File: src/rtl/pfc_pkg.sv
// ----------------------------------------------------------------------------
// Pixel format converter package
// Mode codes, payload types, expansion tables and conversion functions.
// ----------------------------------------------------------------------------
package pfc_pkg;

   typedef enum logic [2:0] {
      KIND_555_TO_RGB,
      KIND_565_TO_RGB,
      KIND_RGB_TO_565,
      KIND_RGB_TO_555,
      KIND_555_TO_565,
      KIND_4444_TO_RGBA,
      KIND_RGBA_TO_4444
   } kind_type;

   typedef struct packed {
      logic [2:0]  kind;
      logic [15:0] packed_in;
      logic [7:0]  red_in;
      logic [7:0]  green_in;
      logic [7:0]  blue_in;
      logic [7:0]  alpha_in;
   } pix_in_type;

   typedef struct packed {
      logic [15:0] packed_out;
      logic [7:0]  red_out;
      logic [7:0]  green_out;
      logic [7:0]  blue_out;
      logic [7:0]  alpha_out;
   } pix_out_type;

   localparam logic [7:0] EXP5 [32] = '{
      8'd0,   8'd8,   8'd16,  8'd25,  8'd33,  8'd41,  8'd49,  8'd58,
      8'd66,  8'd74,  8'd82,  8'd90,  8'd99,  8'd107, 8'd115, 8'd123,
      8'd132, 8'd140, 8'd148, 8'd156, 8'd165, 8'd173, 8'd181, 8'd189,
      8'd197, 8'd206, 8'd214, 8'd222, 8'd230, 8'd239, 8'd247, 8'd255
   };

   localparam logic [7:0] EXP6 [64] = '{
      8'd0,   8'd4,   8'd8,   8'd12,  8'd16,  8'd20,  8'd24,  8'd28,
      8'd32,  8'd36,  8'd40,  8'd45,  8'd49,  8'd53,  8'd57,  8'd61,
      8'd65,  8'd69,  8'd73,  8'd77,  8'd81,  8'd85,  8'd89,  8'd93,
      8'd97,  8'd101, 8'd105, 8'd109, 8'd113, 8'd117, 8'd121, 8'd125,
      8'd130, 8'd134, 8'd138, 8'd142, 8'd146, 8'd150, 8'd154, 8'd158,
      8'd162, 8'd166, 8'd170, 8'd174, 8'd178, 8'd182, 8'd186, 8'd190,
      8'd194, 8'd198, 8'd202, 8'd206, 8'd210, 8'd215, 8'd219, 8'd223,
      8'd227, 8'd231, 8'd235, 8'd239, 8'd243, 8'd247, 8'd251, 8'd255
   };

   // Reciprocals: x/31 = (x*RECIP31) >> 20 for x < 8192, x/17 = (x*RECIP17) >> 12 for x < 256.
   localparam logic [15:0] RECIP31 = 16'd33826;
   localparam logic [7:0]  RECIP17 = 8'd241;

   // Largest index whose table entry does not exceed the channel value.
   function automatic logic [4:0] quant5(input logic [7:0] v);
      logic [4:0] idx;
      idx = '0;
      for (int i = 1; i < 32; i++) begin
         if (EXP5[i] <= v) begin
            idx = 5'(i);
         end
      end
      return idx;
   endfunction

   function automatic logic [5:0] quant6(input logic [7:0] v);
      logic [5:0] idx;
      idx = '0;
      for (int i = 1; i < 64; i++) begin
         if (EXP6[i] <= v) begin
            idx = 6'(i);
         end
      end
      return idx;
   endfunction

   // Expands a 5-bit field as c*255/31 with truncation.
   function automatic logic [7:0] scale31(input logic [4:0] c);
      logic [12:0] prod;
      logic [28:0] scaled;
      prod   = 13'(c) * 13'd255;
      scaled = 29'(prod) * 29'(RECIP31);
      return scaled[27:20];
   endfunction

   // Reduces an 8-bit channel as c*15/255, which equals c/17.
   function automatic logic [3:0] div17(input logic [7:0] c);
      logic [15:0] prod;
      prod = 16'(c) * 16'(RECIP17);
      return prod[15:12];
   endfunction

endpackage

File: src/rtl/pfc_convert.sv
// ----------------------------------------------------------------------------
// Pixel format converter datapath
// Combinational conversion of one registered pixel into its result fields.
// ----------------------------------------------------------------------------
module pfc_convert (
   input  pfc_pkg::pix_in_type  item,
   output pfc_pkg::pix_out_type result
);

   pfc_pkg::kind_type kind;
   logic [15:0]       pk;
   logic [7:0]        r8_555;
   logic [7:0]        g8_555;
   logic [7:0]        b8_555;

   assign kind   = pfc_pkg::kind_type'(item.kind);
   assign pk     = item.packed_in;
   assign r8_555 = pfc_pkg::scale31(pk[4:0]);
   assign g8_555 = pfc_pkg::scale31(pk[9:5]);
   assign b8_555 = pfc_pkg::scale31(pk[14:10]);

   always_comb begin
      result = '0;
      case (kind)
         pfc_pkg::KIND_555_TO_RGB: begin
            result.red_out   = pfc_pkg::EXP5[pk[4:0]];
            result.green_out = pfc_pkg::EXP5[pk[9:5]];
            result.blue_out  = pfc_pkg::EXP5[pk[14:10]];
         end
         pfc_pkg::KIND_565_TO_RGB: begin
            result.red_out   = pfc_pkg::EXP5[pk[4:0]];
            result.green_out = pfc_pkg::EXP6[pk[10:5]];
            result.blue_out  = pfc_pkg::EXP5[pk[15:11]];
         end
         pfc_pkg::KIND_RGB_TO_565: begin
            result.packed_out = {pfc_pkg::quant5(item.blue_in),
                                 pfc_pkg::quant6(item.green_in),
                                 pfc_pkg::quant5(item.red_in)};
         end
         pfc_pkg::KIND_RGB_TO_555: begin
            result.packed_out = {1'b0,
                                 pfc_pkg::quant5(item.blue_in),
                                 pfc_pkg::quant5(item.green_in),
                                 pfc_pkg::quant5(item.red_in)};
         end
         pfc_pkg::KIND_555_TO_565: begin
            result.packed_out = {pfc_pkg::quant5(b8_555),
                                 pfc_pkg::quant6(g8_555),
                                 pfc_pkg::quant5(r8_555)};
         end
         pfc_pkg::KIND_4444_TO_RGBA: begin
            result.red_out   = {pk[3:0], pk[3:0]};
            result.green_out = {pk[7:4], pk[7:4]};
            result.blue_out  = {pk[11:8], pk[11:8]};
            result.alpha_out = {pk[15:12], pk[15:12]};
         end
         pfc_pkg::KIND_RGBA_TO_4444: begin
            result.packed_out = {pfc_pkg::div17(item.alpha_in),
                                 pfc_pkg::div17(item.blue_in),
                                 pfc_pkg::div17(item.green_in),
                                 pfc_pkg::div17(item.red_in)};
         end
         default: begin
            result = '0;
         end
      endcase
   end

endmodule

File: src/rtl/pixel_format_converter.sv
// ----------------------------------------------------------------------------
// Pixel format converter
// Converts one pixel per transfer among 16-bit packed formats and 8-bit channels.
// ----------------------------------------------------------------------------
// Each result passes through the input register and then the result register.
// Throughput: one pixel per cycle unless stalled, set by the register pair.
// A stalled result lets an empty input register fill, then each holds one pixel.
// Reset clears both valid flags; payload registers are not reset.
module pixel_format_converter (
   input  logic        clock,
   input  logic        reset,
   input  logic        req_valid,
   output logic        req_ready,
   input  logic [2:0]  req_kind,
   input  logic [15:0] req_packed_in,
   input  logic [7:0]  req_red_in,
   input  logic [7:0]  req_green_in,
   input  logic [7:0]  req_blue_in,
   input  logic [7:0]  req_alpha_in,
   output logic        rsp_valid,
   input  logic        rsp_ready,
   output logic [15:0] rsp_packed_out,
   output logic [7:0]  rsp_red_out,
   output logic [7:0]  rsp_green_out,
   output logic [7:0]  rsp_blue_out,
   output logic [7:0]  rsp_alpha_out
);

   logic                 s1_valid_ff;
   logic                 s1_valid_in;
   pfc_pkg::pix_in_type  s1_item_ff;
   logic                 rsp_valid_ff;
   logic                 rsp_valid_in;
   pfc_pkg::pix_out_type rsp_item_ff;
   pfc_pkg::pix_out_type conv_result;
   logic                 advance;

   assign advance   = !rsp_valid_ff || rsp_ready;
   assign req_ready = !s1_valid_ff || advance;

   always_comb begin
      s1_valid_in  = s1_valid_ff;
      rsp_valid_in = rsp_valid_ff;
      if (req_ready) begin
         s1_valid_in = req_valid;
      end
      if (advance) begin
         rsp_valid_in = s1_valid_ff;
      end
   end

   always_ff @(posedge clock) begin
      if (reset) begin
         s1_valid_ff  <= 1'b0;
         rsp_valid_ff <= 1'b0;
      end else begin
         s1_valid_ff  <= s1_valid_in;
         rsp_valid_ff <= rsp_valid_in;
      end
   end

   always_ff @(posedge clock) begin
      if (req_valid && req_ready) begin
         s1_item_ff <= '{kind:      req_kind,
                         packed_in: req_packed_in,
                         red_in:    req_red_in,
                         green_in:  req_green_in,
                         blue_in:   req_blue_in,
                         alpha_in:  req_alpha_in};
      end
      if (advance && s1_valid_ff) begin
         rsp_item_ff <= conv_result;
      end
   end

   pfc_convert u_convert (
      .item   (s1_item_ff),
      .result (conv_result)
   );

   assign rsp_valid      = rsp_valid_ff;
   assign rsp_packed_out = rsp_item_ff.packed_out;
   assign rsp_red_out    = rsp_item_ff.red_out;
   assign rsp_green_out  = rsp_item_ff.green_out;
   assign rsp_blue_out   = rsp_item_ff.blue_out;
   assign rsp_alpha_out  = rsp_item_ff.alpha_out;

endmodule

File: config.mk
export PLATFORM = sky130hd
export DESIGN_NAME = pixel_format_converter
export DESIGN_NICKNAME = d
export VERILOG_FILES = /design/src/rtl/pfc_pkg.sv /design/src/rtl/pfc_convert.sv /design/src/rtl/pixel_format_converter.sv
export SDC_FILE = /design/constraint.sdc
export NUM_CORES = 1
export LEC_CHECK = 0
export BUFFER_PORTS_ARGS = -buffer_cell sky130_fd_sc_hd__buf_2
export CAP_MARGIN = 20
export CORE_MARGIN = 1.5
export CORE_UTILIZATION = 50
export DETAILED_ROUTE_END_ITERATION = 8
export MAX_ROUTING_LAYER = met4
export PLACE_DENSITY = 0.67
export RECOVER_POWER = 100
export SYNTH_ARGS = -nofsm -noshare
export SYNTH_HDL_FRONTEND = slang
export SYNTH_SLANG_ARGS = --single-unit
File: constraint.sdc
create_clock -name clock -period 12.7 [get_ports clock]
set_input_delay 0 -clock clock [delete_from_list [all_inputs] [get_ports clock]]
set_output_delay 0 -clock clock [all_outputs]
set_load 0.02 [all_outputs]
# After elaboration in Yosys (flattened, before gate mapping)
# Memories as Yosys holds them, arrays and structs flattened.
# Index checks and enable logic that the tools add are counted.
# word_totals
regBits	101
latch_bits	0
mem_bits_ro	1536
n_memories	5
in_bits	55
wordCells	618
mem_bits_rw	0
out_inout_bits	50
# classes
addsub	0
mux	293
shift	0
n_bitwise	5
n_mul	10
reduce_logical	7
eq_ne	6
order_cmp	279
div	0
# memory_table
name	depth	width	read_ports	rd_ports_with_merged_regs	write_ports	line	source
(name not given)	64	8	1	0	0	pfc_convert.sv:32	result.green_out = pfc_pkg::EXP6[pk[10:5]];
(name not given)	32	8	1	0	0	pfc_convert.sv:26	result.red_out = pfc_pkg::EXP5[pk[4:0]];
(name not given)	32	8	1	0	0	pfc_convert.sv:27	result.green_out = pfc_pkg::EXP5[pk[9:5]];
(name not given)	32	8	1	0	0	pfc_convert.sv:28	result.blue_out = pfc_pkg::EXP5[pk[14:10]];
(name not given)	32	8	1	0	0	pfc_convert.sv:33	result.blue_out = pfc_pkg::EXP5[pk[15:11]];
# ops
op	count
$le 8x8->1 const A	140
$le 7x8->1 const A	72
$mux 5	112
$mux 6	64
$le 6x8->1 const A	35
$mux 4	56
$le 5x8->1 const A	17
$mux 3	28
$mul 13x15->27 const B	3
$mux 8	10
$pmux 24 s3	1
$le 4x8->1 const A	8
$mul 8x8->16 const B	4
$pmux 16 s4	1
$mul 5x8->13 const B	3
$mux 2	14
$ge 6x6->1 const B	4
$not 5->6	4
$le 3x8->1 const A	2
$eq 3x3->1 const B	3
$ge 7x7->1 const B	1
$mux 1	7
$not 6->7	1
$eq 3x2->1 const B	2
other kinds (5)	8

# Longest topological paths before layout
# depth
word_depth	67
depth_mapped	36
mapped_depth_nobuf	33

# Cells and area by module
# A second synthesis with hierarchy kept.
# hier_totals
cells_unflattened	2883
hier_area_um2	23276.1
# by_module_without_submodules
module	area_per_inst_um2	instances	cells_each	seq_area_each_um2
pfc_convert	20199.4	1	2774	0.0
pixel_format_converter	3076.7	1	109	3012.9

# Least setup slack after synthesis
# Ideal clock, no wire load.
# synth_timing
kind	flip-flop to flip-flop
start	reg s1_item_ff[39] (netlist name)
end	reg rsp_item_ff, in the netlist rsp_packed_out[5], data pin
arrival_ps	8119
stages_incl_launch_ff	32
setup_ps	261
path_buffers	1
path_slack_ps	4320
path_cell_list	edfxtp_1 fa_1 inv_1 fa_1 fa_1 inv_1 ha_1 a21oi_1 o21bai_1 a21oi_1 o21bai_1 a21oi_1 xor2_1 inv_1 fa_1 inv_1 fa_1 ha_1 ha_1 nand4_1 a21oi_1 or2_1 o31a_4 o21ba_1 buf_6 and4b_4 a221o_2 nor2_1 a211o_1 or3_1 a211o_1 a311o_1
# synth_rtl
item	line	source
start, declared	pixel_format_converter.sv:31	pfc_pkg::pix_in_type s1_item_ff;
start signal, assigned	pixel_format_converter.sv:64	s1_item_ff <= '{kind: req_kind,
end signal, assigned	pixel_format_converter.sv:72	rsp_item_ff <= conv_result;
end, declared	pixel_format_converter.sv:34	pfc_pkg::pix_out_type rsp_item_ff;

==> metrics.csv <==
metric,value,unit
ant_nets,0,
drv_slew,166,
critPathTopFamily,adder cells,
hold_depth,3,
clkTransAtPathRegs,80,ps
grt_max_degree,43,
worstSetupEndpointType,register,
fin_crit_sh,85.21,%
hold_violations,0,
r2r.worst_path.cells,30,
synth_top_flop_cell,edfxtp_1,
grt_setup_unrepaired,no,
outcome,"complete, but fails checks",
antenna_found_initial,1,
vias,23222,
fin_tns_setup,0,ps
cp_max_fo,29,
hpwl,59700,um
cts_inserted_buffers,9,
firstDrtPassIters,7,
cts_sinks,97,
yosysTopAreaCellShare,23.63,%
synth_edf_count,95,
hold_class,in2reg,
ys_warn_count,0,
violations,"max-capacitance violations, max-slew violations",
cts.path.max_buffers,2,
r2r_end,rsp_packed_out[5]$_DFFE_PP_,
path_common_cell,fa_1,
ys_seq_elements,97,
drive_gt1_share,5.020,%
finalCriticalPeriod,10820,ps
ys_seq_area_share,12.31,%
ys_types,107,
dp.cells,3483,
synth_area_per_cell,8.147,sq um
core_area,46460,sq um
cp.depth,30,
row_count,79,
area_delta_synth_final,7.255,%
grtUsageTotal,32.40,%
start_util,50.60,%
cp_data_arrival_time,10960,ps
mostFrequentLayoutCells,"444 x ha_1, 233 x a21oi_1, 226 x inv_1",
final_cells,3556,
cts_resized,0,
seq_area,2893,sq um
startpoint_type,register,
worstReg2RegStart,s1_item_ff[39]$_DFFE_PP_,
required,12840,ps
root_buffer,clkbuf_16,
first_global_vias,22385,
num_io_pins,105,
tightest_slew,2926,ps
multi_input_area,19160,sq um
cap_violations,5,
routed_wl,77060,um
cts_tree,built,
whs_endpoint,rsp_valid$_SDFFE_PP0P_,
syn_inst,2885,
async_flop_share,0,%
cp_slowest_stage_delay,1240,ps
routedWlPerCell,21.67,um
drc,0,
synthesis.nets,3494,
fillers,4402,
nets,3552,
clk_latency,390,ps
cts_max_level,3,
skew,15.03,ps
yosys.area.top_type,ha_1,
crit_type,reg2reg,
dieArea,48320,sq um
place_congestion,1.028,
die_h,219.8,um
setup_viol,0,
dieWidth,219.8,um
final_common_cell,ha_1,
rrSetupSlack,1880,ps
max-slew-margin-rel,-95.07,%
grt_pass1_wl,121100,um
cp_num_buf_inv,4,
cp_slowest_cell,or2_0,
port_buffers,104,
min_from,reset,
fmax,0.09241,GHz
synth_area,23510,sq um
grt-ovfl-total,0,
drt_iter0_markers,2378,
viasPerCell,6.530,
synth_area_leaders,"ha_1 24%, edfxtp_1 12%, fa_1 9.4%",
[cell type report]
| type | instances | area share [%] |
|---|---|---|
| Sequential cell | 97 | 11.47 |
| Inverter | 230 | 3.424 |
| Tap cell | 607 | 3.013 |
| Clock buffer | 12 | 1.017 |
| Timing Repair Buffer | 186 | 4.750 |
| Clock inverter | 4 | 0.2978 |
| Multi-Input combinational cell | 2419 | 76.01 |
| Antenna cell | 1 | 0.009926 |
[routing by layer]
metal  vias up  global-route usage (%)  share of wire (%)  routed length (um)
met2      1127                   52.52                 47               36000
met1     11074                   41.18                 42               32570
li1      10809                       -                  -                   -
met5         -                       -                  0                   0
met4         0                   12.11                3.7                2857
met3       212                   4.196                7.3                5626
[what timing repair did]
item | in CTS | in global routing
hold buffers | 54 | 0
buffers inserted | 0 | 0
endpoints found under the hold margin | 53 | 0
[flip-flops by register name, indices dropped and copies added, names as in the netlist]
signal / cells
rsp_valid: 1
s1_item_ff: 51
rsp_red_out: 8
rsp_alpha_out: 4
rsp_green_out: 8
rsp_blue_out: 8
rsp_packed_out: 16
s1_valid_ff: 1
[worst max path at each step]
| stage | startpoint | end |
|---|---|---|
| after floorplan | s1_item_ff[39]$_DFFE_PP_ | rsp_packed_out[5]$_DFFE_PP_ |
| after global placement | s1_item_ff[39]$_DFFE_PP_ | rsp_packed_out[7]$_DFFE_PP_ |
| after detailed placement | s1_item_ff[39]$_DFFE_PP_ | rsp_packed_out[7]$_DFFE_PP_ |
| after CTS | s1_item_ff[39]$_DFFE_PP_ | rsp_packed_out[7]$_DFFE_PP_ |
| after global routing | s1_item_ff[39]$_DFFE_PP_ | rsp_packed_out[5]$_DFFE_PP_ |
| final | s1_item_ff[39]$_DFFE_PP_ | rsp_packed_out[5]$_DFFE_PP_ |
[worst min-delay path, stage by stage]
cell and delay [ps]:
dlygate4sd3_1 520, buf_2 110, nor2_1 40
[per-stage QoR]
step	hold slack (ps)	instance area (sq um)	util [%]	setup WS, ps
2_1_floorplan	72.38	23510	-	4320
3_3_place_gp	173.7	24430	52.58	2877
3_5_place_dp	178.0	24430	52.58	2757
4_1_cts	296.1	25300	54.45	2737
5_1_grt	316.5	25210	54.27	1212
6_report	312.2	25210	54.27	1878
[cell usage after synthesis, types with 26 or more instances]
cell type    n
ha_1       444
a21oi_1    233
inv_1      226
nand2_1    209
o21ai_0    191
nor2_1     183
clkbuf_1   117
fa_1       110
edfxtp_1    95
a31oi_1     71
nand3_1     64
nor3_1      54
xnor2_1     46
a21o_1      44
nand4_1     43
and2_1      42
nand2b_1    42
nor2b_1     41
and3_1      34
o21a_1      33
o22ai_1     30
a211oi_1    28
a21boi_0    28
o211ai_1    28
xor2_1      26
[cells by family (layout without fill, tap and decap cells)]
kind of cell               after synthesis  count (layout)  share of synthesized area [%]
AOI/OAI and AO/OA                      971             971                          27.80
muxes                                   21              21                         0.9049
buffers and inverters                  369             432                          6.068
adders and majority gates              554             554                          33.00
and+or+nand+nor                        798             798                          17.02
DFF                                     97              97                          12.31
other                                    0               1                              0
xor gates and xnor gates                75              75                          2.890
Power is not shown: default switching activity piles up to over one toggle a cycle in this logic, so the estimate is an artifact.
